### config.mk
export PLATFORM = sky130hd
export DESIGN_NAME = xor_checked_frame_deframer
export DESIGN_NICKNAME = d
export VERILOG_FILES = /design/src/sv/xcfd_pkg.sv /design/src/sv/xcfd_frame_parser.sv /design/src/sv/xor_checked_frame_deframer.sv
export SDC_FILE = /design/constraint.sdc
export NUM_CORES = 1
export LEC_CHECK = 0
export ABC_CLOCK_PERIOD_IN_PS = 2800
export BUFFER_PORTS_ARGS = -buffer_cell sky130_fd_sc_hd__buf_4
export CORE_ASPECT_RATIO = 0.75
export CORE_MARGIN = 5
export CORE_UTILIZATION = 59
export CTS_BUF_LIST = sky130_fd_sc_hd__clkbuf_2
export DETAILED_ROUTE_END_ITERATION = 6
export PLACE_DENSITY = 0.9
export SETUP_SLACK_MARGIN = 0.15
export SLEW_MARGIN = 40
export SYNTH_ARGS = -nofsm -noshare
export SYNTH_HDL_FRONTEND = slang
export SYNTH_SLANG_ARGS = --single-unit
### constraint.sdc
create_clock -name aclk -period 2.8 [get_ports aclk]
set_clock_uncertainty 0.1 [all_clocks]
set_input_delay 0.56 -clock aclk [delete_from_list [all_inputs] [get_ports aclk]]
set_output_delay 0.56 -clock aclk [all_outputs]
set_load 0.01 [all_outputs]
### src/sv/xcfd_pkg.sv
// Package: frame layout constants, register codes and result type of the deframer.
`default_nettype none

package xcfd_pkg;

    localparam int BYTE_W      = 8;
    localparam int SPEED_W     = 16;
    localparam int FRAME_BYTES = 11;
    localparam int POS_W       = $clog2(FRAME_BYTES);
    localparam int CFG_INDEX_W = 2;

    // Byte offsets inside a frame
    localparam logic [POS_W-1:0] FLAG_POS   = POS_W'(1);
    localparam logic [POS_W-1:0] STATUS_POS = POS_W'(2);
    localparam logic [POS_W-1:0] X_HI_POS   = POS_W'(3);
    localparam logic [POS_W-1:0] X_LO_POS   = POS_W'(4);
    localparam logic [POS_W-1:0] Y_HI_POS   = POS_W'(5);
    localparam logic [POS_W-1:0] Y_LO_POS   = POS_W'(6);
    localparam logic [POS_W-1:0] Z_HI_POS   = POS_W'(7);
    localparam logic [POS_W-1:0] Z_LO_POS   = POS_W'(8);
    localparam logic [POS_W-1:0] CHECK_POS  = POS_W'(FRAME_BYTES - 2);
    localparam logic [POS_W-1:0] TAIL_POS   = POS_W'(FRAME_BYTES - 1);

    localparam logic [BYTE_W-1:0] HEADER_RESET = 8'h7B;
    localparam logic [BYTE_W-1:0] TAIL_RESET   = 8'h7D;

    typedef enum logic [CFG_INDEX_W-1:0] {
        CFG_HEADER_BYTE = 2'd0,
        CFG_TAIL_BYTE   = 2'd1
    } cfg_reg_t;

    typedef struct packed {
        logic                      ok;
        logic [BYTE_W-1:0]         flag_value;
        logic [BYTE_W-1:0]         status_value;
        logic signed [SPEED_W-1:0] x_speed;
        logic signed [SPEED_W-1:0] y_speed;
        logic signed [SPEED_W-1:0] z_speed;
    } frame_result_t;

endpackage

`default_nettype wire

### src/sv/xcfd_frame_parser.sv
// Frame parser: hunts for the header, collects the frame body and checks tail and XOR.
`default_nettype none

module xcfd_frame_parser (
    input  wire logic                         aclk,
    input  wire logic                         aresetn,
    input  wire logic                         byte_go,
    input  wire logic [xcfd_pkg::BYTE_W-1:0]  byte_data,
    input  wire logic [xcfd_pkg::BYTE_W-1:0]  header_byte,
    input  wire logic [xcfd_pkg::BYTE_W-1:0]  tail_byte,
    output logic                              frame_done,
    output xcfd_pkg::frame_result_t           frame
);
    import xcfd_pkg::*;

    logic [POS_W-1:0]  pos_reg, pos_next;
    logic [BYTE_W-1:0] xor_reg, xor_next;
    logic [BYTE_W-1:0] body_reg [FLAG_POS:CHECK_POS];

    always_comb begin
        pos_next   = pos_reg;
        xor_next   = xor_reg;
        frame_done = 1'b0;
        if (byte_go) begin
            if (pos_reg == '0) begin
                // idle: drop anything but the header
                if (byte_data == header_byte) begin
                    pos_next = FLAG_POS;
                    xor_next = byte_data;
                end
            end else if (pos_reg == TAIL_POS) begin
                pos_next   = '0;
                frame_done = 1'b1;
            end else begin
                pos_next = pos_reg + POS_W'(1);
                if (pos_reg < CHECK_POS) begin
                    xor_next = xor_reg ^ byte_data;
                end
            end
        end
    end

    always_ff @(posedge aclk) begin
        if (!aresetn) begin
            pos_reg <= '0;
            xor_reg <= '0;
        end else begin
            pos_reg <= pos_next;
            xor_reg <= xor_next;
        end
    end

    always_ff @(posedge aclk) begin
        if (byte_go && pos_reg != '0 && pos_reg <= CHECK_POS) begin
            body_reg[pos_reg] <= byte_data;
        end
    end

    always_comb begin
        frame.ok           = (byte_data == tail_byte) && (xor_reg == body_reg[CHECK_POS]);
        frame.flag_value   = body_reg[FLAG_POS];
        frame.status_value = body_reg[STATUS_POS];
        frame.x_speed      = $signed({body_reg[X_HI_POS], body_reg[X_LO_POS]});
        frame.y_speed      = $signed({body_reg[Y_HI_POS], body_reg[Y_LO_POS]});
        frame.z_speed      = $signed({body_reg[Z_HI_POS], body_reg[Z_LO_POS]});
    end

endmodule

`default_nettype wire

### src/sv/xor_checked_frame_deframer.sv
// Top level: serial byte deframer with tail and XOR block check.
`default_nettype none

// The deframer takes one received byte per word on the s_ channel. While idle
// it drops every byte until one equals header_byte, then collects an 11-byte
// frame: header, flag, status, X, Y and Z speeds (big-endian signed 16 bit),
// an XOR check byte and a tail byte. A header value inside a frame is plain
// data. When the eleventh byte arrives one word goes out on the m_ channel:
// frame_ok is 1 when the tail equals tail_byte and the XOR of bytes 0 to 8
// equals the check byte; only then are the held flag, status and speeds
// replaced, otherwise the word repeats the previous values (zero after reset).
// Bytes that do not finish a frame produce no output word. Throughput is one
// byte per clock unless the output stalls: a byte is held in the input
// register, then the parser updates its position counter and running XOR,
// and a finishing byte loads the output register at that same edge, from
// which the result shows on m_. The input register only stalls while a
// finished result waits in the output register and m_ready is low.
// header_byte (index 0) and tail_byte (index 1) are written through the cfg
// port, which is always ready; other indexes are ignored. Write them only
// while no frame is in flight.

module xor_checked_frame_deframer (
    input  wire logic                                 aclk,
    input  wire logic                                 aresetn,
    // byte input
    input  wire logic                                 s_valid,
    output logic                                      s_ready,
    input  wire logic [xcfd_pkg::BYTE_W-1:0]          s_rx_byte,
    // frame result
    output logic                                      m_valid,
    input  wire logic                                 m_ready,
    output logic                                      m_frame_ok,
    output logic [xcfd_pkg::BYTE_W-1:0]               m_flag_value,
    output logic [xcfd_pkg::BYTE_W-1:0]               m_status_value,
    output logic signed [xcfd_pkg::SPEED_W-1:0]       m_x_speed,
    output logic signed [xcfd_pkg::SPEED_W-1:0]       m_y_speed,
    output logic signed [xcfd_pkg::SPEED_W-1:0]       m_z_speed,
    // register writes
    input  wire logic                                 cfg_valid,
    output logic                                      cfg_ready,
    input  wire logic [xcfd_pkg::CFG_INDEX_W-1:0]     cfg_index,
    input  wire logic [xcfd_pkg::BYTE_W-1:0]          cfg_data
);
    import xcfd_pkg::*;

    logic [BYTE_W-1:0] header_reg;
    logic [BYTE_W-1:0] tail_reg;

    logic              in_valid_reg;
    logic [BYTE_W-1:0] in_byte_reg;

    logic              out_valid_reg;
    frame_result_t     out_reg;

    logic              proc_go;
    logic              frame_done;
    frame_result_t     frame;

    // Register writes: always taken, unknown indexes dropped
    assign cfg_ready = 1'b1;

    always_ff @(posedge aclk) begin
        if (!aresetn) begin
            header_reg <= HEADER_RESET;
            tail_reg   <= TAIL_RESET;
        end else if (cfg_valid) begin
            unique case (cfg_index)
                CFG_HEADER_BYTE: header_reg <= cfg_data;
                CFG_TAIL_BYTE:   tail_reg   <= cfg_data;
                default: ;
            endcase
        end
    end

    // Process the held byte unless a finished result is stuck at the output
    assign proc_go = in_valid_reg && (!out_valid_reg || m_ready);
    assign s_ready = !in_valid_reg || proc_go;

    always_ff @(posedge aclk) begin
        if (!aresetn) begin
            in_valid_reg <= 1'b0;
        end else if (s_ready) begin
            in_valid_reg <= s_valid;
        end
    end

    always_ff @(posedge aclk) begin
        if (s_ready && s_valid) begin
            in_byte_reg <= s_rx_byte;
        end
    end

    xcfd_frame_parser u_parser (
        .aclk        (aclk),
        .aresetn     (aresetn),
        .byte_go     (proc_go),
        .byte_data   (in_byte_reg),
        .header_byte (header_reg),
        .tail_byte   (tail_reg),
        .frame_done  (frame_done),
        .frame       (frame)
    );

    // Output register doubles as the held values: advance only on a good frame
    always_ff @(posedge aclk) begin
        if (!aresetn) begin
            out_valid_reg <= 1'b0;
            out_reg       <= '0;
        end else begin
            if (proc_go && frame_done) begin
                out_valid_reg <= 1'b1;
                out_reg.ok    <= frame.ok;
                if (frame.ok) begin
                    out_reg.flag_value   <= frame.flag_value;
                    out_reg.status_value <= frame.status_value;
                    out_reg.x_speed      <= frame.x_speed;
                    out_reg.y_speed      <= frame.y_speed;
                    out_reg.z_speed      <= frame.z_speed;
                end
            end else if (m_ready) begin
                out_valid_reg <= 1'b0;
            end
        end
    end

    assign m_valid        = out_valid_reg;
    assign m_frame_ok     = out_reg.ok;
    assign m_flag_value   = out_reg.flag_value;
    assign m_status_value = out_reg.status_value;
    assign m_x_speed      = out_reg.x_speed;
    assign m_y_speed      = out_reg.y_speed;
    assign m_z_speed      = out_reg.z_speed;

endmodule

`default_nettype wire

==> results of run 1 <==
==> worst paths after layout <==
path	to	depth (start not counted)	slack (ns)	startpoint
min	header_reg[7]	4	0.06	cfg_index[1]
max reg2reg	u_parser.xor_reg[4]	5	0.32	in_byte_reg[4]
min reg2reg	header_reg[7]	2	0.38	header_reg[7]
max	u_parser.xor_reg[4]	5	0.32	in_byte_reg[4]
==> layout by cell type (no fill, tap or decap), types with 7 or more instances in the layout <==
cell type | synthesis | layout
buf_4 | 3 | 110
dfxtp_1 | 95 | 95
edfxtp_1 | 80 | 80
nand3_1 | 79 | 79
a21oi_1 | 72 | 72
o21ai_0 | 60 | 60
nand2_1 | 45 | 45
clkbuf_2 | 0 | 18
dlygate4sd3_1 | 0 | 17
xnor2_1 | 16 | 16
nand4_1 | 14 | 14
nor2_1 | 12 | 11
xor2_1 | 9 | 9
inv_1 | 9 | 8
or3_1 | 8 | 8
o311ai_0 | 8 | 8
o21ai_1 | 7 | 7
==> cells by family (layout without fill, tap and decap cells) <==
| family | Yosys count | after routing | share of synthesized area, % |
|---|---|---|---|
| other | 1 | 1 | 0.0573 |
| xor gates and xnor gates | 25 | 25 | 3.34 |
| buffers and inverters | 56 | 170 | 4.13 |
| and+or+nand+nor | 186 | 186 | 14.4 |
| DFF | 175 | 175 | 65.7 |
| AOI/OAI and AO/OA | 152 | 152 | 12.3 |
==> worst max-delay path: stages, from the launching register on <==
cell       delay, ns
edfxtp_1        0.68
xnor2_1         0.26
nand4_1         0.20
nor2_1          0.21
o2111ai_1       0.41
o311ai_0        0.52
==> routing by layer <==
layer | track usage (%) | wire length [um]
met4 | 7.67 | 292
met5 | 0 | 0
met2 | 40.6 | 7840
met3 | 7.05 | 1680
met1 | 32.1 | 6390
==> cell type report <==
cell class                 instances  area [sq um]  area share (%)
tap                              140           175            2.24
sequential                       175          4300            55.1
multi-input combinational        364          1990            25.5
timing repair buffer             129          1040            13.3
clock buffer                      18          90.1            1.15
clock inverter                    14           180            2.31
inverter                           9          33.8           0.433
==> metrics by stage <==
| step | instance area [sq um] | hold slack (ns) |
|---|---|---|
| floorplan | 6550 | 0.348 |
| global placement | 7350 | 0.356 |
| detailed placement | 7350 | 0.362 |
| CTS | 7790 | 0.0141 |
| global route | 7810 | 0.00565 |
| finish | 7810 | 0.0597 |
==> where the power goes <==
part	total [mW]	internal [mW]	switching, mW
clock network	1.42	0.524	0.894
logic	0.200	0.0879	0.112
registers	2.75	2.71	0.0421
==> synth_stat cells (2+ instances only) <==
master / instances
nor2_1: 12
and3b_1: 2
nand2_1: 45
buf_6: 5
o21ai_0: 60
a21oi_1: 72
nand3_1: 79
or3_1: 8
inv_1: 9
dfxtp_1: 95
buf_4: 3
edfxtp_1: 80
xor2_1: 9
nor3_1: 5
clkbuf_1: 28
nor2b_1: 4
o311ai_0: 8
and2_1: 2
a22oi_1: 2
nor4_1: 3
and3_1: 2
buf_2: 9
nand4_1: 14
buf_1: 2
xnor2_1: 16
a211oi_1: 2
nand2b_1: 4
o21ai_1: 7
==> repair_timing <==
item / in CTS / in global routing
endpoints found under the hold margin: 25 / 0
hold buffers: 17 / 0
buffers inserted: 0 / 2
setup endpoints to repair: 0 / 2
==> results.md, run 1 <==
Setup path:
- The endpoint class of the critical path is a flip-flop.
- STA classifies the critical path startpoint as a flip-flop.
- The critical path start-end classification is flip-flop to flip-flop.
- STA puts the critical path data required time at ~3.3 ns.
- The worst path arrival time is ~3.0 ns.
- Along the worst path, the maximum fanout reaches 8.

Finish:
- Compared with the post-synthesis result, the final layout area differs by 19.3%.
- The finished layout holds ~850 standard cells, fillers aside.
- The share of layout cells above drive strength 1 is ~21%.
- The antenna diode instance count is 0.
- The count of fill cells added during filler insertion is ~770.
- The flip-flop count of the largest register, all copies and words added is slightly above 70.
- The count of nets after finishing is between 700 and 800.
- Measured on the finished design, the core utilization comes to about 72%.

GRT:
- The total routing resource utilization after global routing is 24.6%.
- The initial antenna violation count was 0.
- The pin count of the biggest net entering global routing is 67.
- The via count of the first global-routing pass is 5108.
- The first global-routing pass estimated between 20000 and 30000 um of wire.
- The remaining global-route overflow is 0.

Clock network:
- The cell at the root of the clock tree is clkbuf_2.
- The H-tree depth reported by CTS is 4.
- The number of clock buffers inserted by TritonCTS is 17.
- The maximum clock path buffer count is 2.
- The number of gates resized after CTS was 0.
- Clock tree synthesis found a total of ~180 sinks.
- The clock-pin transition on the worst setup and hold timing paths is approximately 0.22 ns.
- The insertion delay of the later-clocked pin in the worst-skew pair is 0.73 ns.
- The TritonCTS clock tree is built.

Placed design:
- The count of buffers from port buffering is between 80 and 90.
- Including well taps, the total number of placed cells is approximately 800.
- The placed wire-length estimate is about 11000 um.
- The global placement routability congestion is just under 0.9.
- OpenSTA, run right after detailed placement, puts the worst setup slack at 0.269 ns.

Pwr:
- Summed over all cells, the static leakage comes to between 2 and 3 nW.
- The final total power is between 4 and 5 mW.
- The maximum resistive drop on vdd is 0.000426 V.
- In this run the power density over the cells is ~560 mW/mm^2.

Synthesis:
- The synthesized netlist occupies a cell area of 0.00655 sq mm.
- The mean area per synthesized cell is about 11 sq um.
- The cell taking the most area after synthesis is edfxtp_1.
- The number of warnings printed during yosys synthesis is 0.
- Counting flops with an async set or reset pin after synthesis yields a share of 0%.
- The count of cell types in the netlist is 36.
- The top cell type by area accounts for a little under two fifths of the synthesized area.
- After synthesis, flip-flops and latches occupy 65.7% of the total area.
- Counting every instance in the synthesized netlist gives a little under 600.
- The flip-flop cell with the highest count after synthesis is dfxtp_1.
- The number of synthesized flops with an enable pin is 80.
- Synthesis inferred 175 register bits.
- Ranked by total cell area, the synthesized netlist is headed by edfxtp_1 (37%), dfxtp_1 (29%), nand3_1 (6.0%).
- When the netlist entered floorplanning its net count stood at approximately 600.

Detailed routing:
- In this run the remaining antenna-violating nets after routing total 0.
- After detailed routing, the average wire length per cell comes to about 19 um.
- The first detailed-routing pass took 6 iterations.
- The routed design has between 15000 and 20000 um of wire.
- The remaining design rule violation count is 0.
- The vias per cell is approximately 6.1.
- The vias after detailed routing is around 5200.
- The iteration-0 DRC count of the detailed router is 659.

STA:
- The final count of pins violating max slew is 0.
- Setup repair after global routing left no endpoint under its margin.
- The worst path uses 88.4% of the clock period.
- The shortest period the worst path allows is ~2.5 ns.
- Setup total negative slack on the finished layout was measured at 0 ns.
- The number of endpoints failing setup at the final stage is 0.
- The final worst-path setup slack is around 0.32 ns.
- The worst pin sits at a relative slew slack of between 40 and 50%.
- The hold violation total from the final report is 0.
- The achievable frequency is slightly above 0.4 GHz.
- At the pin with the least slew margin, the transition time is between 0.8 and 0.9 ns.

Die:
- The core region is roughly 0.011 sq mm.
- In this run the core area contains 33 standard-cell rows.
- The number of top-level pins is 91.
- Measured along the y axis, the die boundary spans a little over 100 um.
- The die covers 0.0133 sq mm.
- The effective utilization at floorplan is about 60%.
- The floorplan die width is 132 um.

Status:
- The run finished with clean final reports.

Job:
- The tool flagged a number of max-cap violations equal to 0.

Hold path:
- The path class of the tightest hold or removal check is primary input to flip-flop.
No activity file was read; power rests on OpenSTA's default activity.
==> run 2: changes to the inputs <==
--- a/config.mk
+++ b/config.mk
@@ -5,14 +5,15 @@
 export SDC_FILE = /design/constraint.sdc
 export NUM_CORES = 1
 export LEC_CHECK = 0
-export ABC_CLOCK_PERIOD_IN_PS = 2800
+export ABC_CLOCK_PERIOD_IN_PS = 3070
 export BUFFER_PORTS_ARGS = -buffer_cell sky130_fd_sc_hd__buf_4
 export CORE_ASPECT_RATIO = 0.75
 export CORE_MARGIN = 5
-export CORE_UTILIZATION = 59
+export CORE_UTILIZATION = 64
 export CTS_BUF_LIST = sky130_fd_sc_hd__clkbuf_2
 export DETAILED_ROUTE_END_ITERATION = 6
-export PLACE_DENSITY = 0.9
+export PLACE_DENSITY = 0.88
+export RECOVER_POWER = 100
 export SETUP_SLACK_MARGIN = 0.15
 export SLEW_MARGIN = 40
 export SYNTH_ARGS = -nofsm -noshare
==> constraint.sdc (replaced) <==
create_clock -name aclk -period 3.07 [get_ports aclk]
set_clock_uncertainty 0.1 [all_clocks]
set_input_delay 0.614 -clock aclk [delete_from_list [all_inputs] [get_ports aclk]]
set_output_delay 0.614 -clock aclk [all_outputs]
set_load 0.01 [all_outputs]
==> run 2 against run 1 <==
Against the previous run: register-to-register slack better by 0.17 ns; critical path depth rose by 1; worst setup slack improved by 0.17 ns; worst hold slack improved by 0.075 ns; global-route usage up 1.1 points; sequential share of layout area grew 2.5 points; combinational power down 8%; highest routed layer unchanged.
==> results.md, run 2 (synthesized netlist as in run 1, its figures left out) <==
STA:
- The headroom to the max-slew limit is 26.4% (was 46.1%).
- The achievable frequency is 0.389 GHz (was 0.404 GHz).
- The number of endpoints failing setup at the final stage is 0 (unchanged).
- The final count of pins violating max slew is 0 (unchanged).
- The final setup TNS is 0 ns (unchanged).
- Setup repair after global routing missed its margin: false (unchanged).
- The shortest period the worst path allows came to 2.57 ns (was 2.48 ns).
- The slew of the pin with the lowest slew margin is 1.10 ns (was 0.801 ns).
- The hold violation total from the final report is 0 (unchanged).
- The period utilization is 83.8% (was 88.4%).

Setup path:
- The data required time of the critical path was 3.60 ns (was 3.30 ns).
- The maximum fanout along the worst path is 13 (was 8).
- The family of cells with the greatest summed delay on the critical path is compound AO/OA/AOI/OAI gates (unchanged).
- The startpoint type of the worst setup path is a flip-flop (unchanged).
- The maximum cell stage delay along the critical path is 0.60 ns (was 0.68 ns).
- The endpoint class of the critical path is a flip-flop (unchanged).
- Crit-path cells: clkbuf_1, xnor2_1, nand4_1, nor2_1, o2111ai_1, o311ai_0 (was xnor2_1, nand4_1, nor2_1, o2111ai_1, o311ai_0).
- The buffering stage count on the worst path with inverters included is 1 (was 0).
- The cell with the largest stage delay on the worst path is clkbuf_1 (was edfxtp_1).
- The worst-case register-to-register setup slack is 0.50 ns (was 0.32 ns).
- The worst path arrival time is 3.10 ns (was 2.98 ns).
- The critical path start-end classification is flip-flop to flip-flop (unchanged).

GRT:
- The global routing met3 resource utilization is 5.55% (was 7.05%).
- The total routing resource utilization after global routing is 25.7% (was 24.6%).
- The via count of the first global-routing pass came to 4958 (was 5108).
- The first-pass GRT wire length came to 25100 um (was 26000 um).
- The remaining global-route overflow is 0 (unchanged).
- The global routing met2 resource utilization is 40.9% (was 40.6%).
- The pin count of the biggest net entering global routing is 67 (unchanged).
- The busiest layer in global routing is met2 (unchanged).
- The initial antenna violation count is 0 (unchanged).
- The met1 track demand over resource in global routing came to 34.5% (was 32.1%).

Clock network:
- The cell at the root of the clock tree is clkbuf_2 (unchanged).
- The count of clock tree sinks is 175 (unchanged).
- The maximum clock path buffer count was 2 (unchanged).
- The TritonCTS clock tree is built (unchanged).
- The clock-pin transition on the worst setup and hold timing paths came to 0.24 ns (was 0.22 ns).
- The H-tree depth reported by CTS came to 4 (unchanged).
- The number of clock buffers inserted by TritonCTS is 17 (unchanged).
- The total of cells resized after clock tree synthesis is 0 (unchanged).
- The insertion delay of the later-clocked pin in the worst-skew pair came to 0.73 ns (about the same).

Pwr:
- The maximum resistive drop on vdd is 0.000305 V (was 0.000426 V).
- The power per unit of standard cell area is 535 mW/mm^2 (was 560 mW/mm^2).
- The leakage dissipation is 2.47 nW (was 2.83 nW).

Die:
- The height of the die is 97.6 um (was 101 um).
- The area of the core came to 0.0101 sq mm (was 0.0109 sq mm).
- The number of top-level pins is 91 (unchanged).
- The effective utilization at floorplan was 64.6% (was 60.1%).
- The full die area is 0.0124 sq mm (was 0.0133 sq mm).
- The number of core rows is 32 (was 33).
- The floorplan die width came to 127 um (was 132 um).

Finish:
- The area growth from synthesis to final layout was 14.2% (was 19.3%).
- The filler-free cell count of the finished design is 841 (was 849).
- The count of nets after finishing is 715 (was 719).
- The flip-flop count of the largest register, all copies and words added came to 72 (unchanged).
- Most frequent cells in the layout: dfxtp_1 (95), edfxtp_1 (80), clkbuf_1 (80) (was buf_4 (110), dfxtp_1 (95), edfxtp_1 (80)).
- The most frequent standard cell in the layout excluding fill and tap cells is dfxtp_1 (was buf_4).
- The final instance area is 0.00748 sq mm (was 0.00781 sq mm).
- The antenna diode instance count is 0 (unchanged).
- The share of layout cells above drive strength 1 is 9.22% (was 21.4%).

Detailed routing:
- The vias per cell came to 5.98 (was 6.09).
- The post-detailed-route wirelength per cell is 18.5 um (was 19.1 um).
- The final antenna-violating net count is 0 (unchanged).
- The vias after detailed routing was 5027 (was 5169).
- The remaining design rule violation count is 0 (unchanged).
- The total routed wirelength is 15600 um (was 16200 um).
- The count of TritonRoute iterations in the first routing pass is 6 (unchanged).
- The iteration-0 DRC count of the detailed router is 668 (was 659).

Hold path:
- The worst min-delay path class is primary input to flip-flop (unchanged).

Placed design:
- The placed wire-length estimate came to 9720 um (was 10600 um).
- The area of placed instances was 0.00734 sq mm (was 0.00735 sq mm).
- The global placement routability congestion was 0.958 (was 0.891).
- The count of buffers from port buffering is 89 (unchanged).
- The instance count after placement with tap cells included is 792 (was 798).

Status:
- Status: finished, final reports clean (unchanged).

Job:
- The number of max-cap violations was 0 (unchanged).
-- run 2: changes by cell type in the layout (fill, tap and decap cells not counted), sizes merged --
cell | previous run | this run
bufinv | 3 | 4
clkbuf | 18 | 112
clkinvlp | 1 | 2
clkinv | 4 | 3
buf | 112 | 15
inv | 15 | 13
-- run 2: layout make-up --
class	count	area, sq um
sequential	175	4300
fill	758	2650
multi-input combinational	364	1990
timing repair buffer	125	701
clock inverter	13	186
tap	136	170
clock buffer	19	95.1
inverter	9	33.8
-- run 2: stage by stage --
| step | setup WS, ns | hold slack (ns) | power, mW | utilization [%] |
|---|---|---|---|---|
| finish | 0.498 | 0.135 | 4.00 | 73.8 |
| global route | 0.290 | 0.0696 | 4.15 | 73.8 |
| CTS | 0.726 | 0.0167 | 4.02 | 76.8 |
| detailed placement | 0.715 | 0.368 | 2.72 | 72.5 |
| global placement | 0.898 | 0.360 | 2.71 | 72.5 |
| floorplan | 0.777 | 0.348 | 2.63 | - |
-- run 2: timing repair --
item	CTS	global route
hold endpoints to repair	19	1
buffers inserted	0	0
hold buffers	16	1
-- run 2: power by group --
| part | internal [mW] | leakage (nW) | switching [mW] |
|---|---|---|---|
| clock network | 0.550 | 0.165 | 0.771 |
| registers | 2.47 | 1.49 | 0.0260 |
| logic | 0.0713 | 0.809 | 0.114 |
-- run 2: metal layers --
| metal | wire length, um | share of wire, % | vias to the layer above |
|---|---|---|---|
| met5 | 0 | 0 | - |
| met4 | 370 | 2.4 | 0 |
| met3 | 1390 | 9.0 | 43 |
| met2 | 7500 | 48 | 283 |
| met1 | 6280 | 40 | 2364 |
| li1 | - | - | 2337 |
-- run 2: worst register-to-register path, cell delays in order, from the launching register on --
cell	delay (ns)
edfxtp_1	0.41
clkbuf_1	0.60
xnor2_1	0.19
nand4_1	0.18
nor2_1	0.22
o2111ai_1	0.37
o311ai_0	0.43
-- run 2: final timing paths --
path,start,endpoint,cells past startpoint
worst max-delay path,in_byte_reg[5],u_parser.xor_reg[5],6
worst max register to register,in_byte_reg[5],u_parser.xor_reg[5],6
worst min register to register,tail_reg[1],tail_reg[1],2
worst min-delay path,aresetn,header_reg[5],2
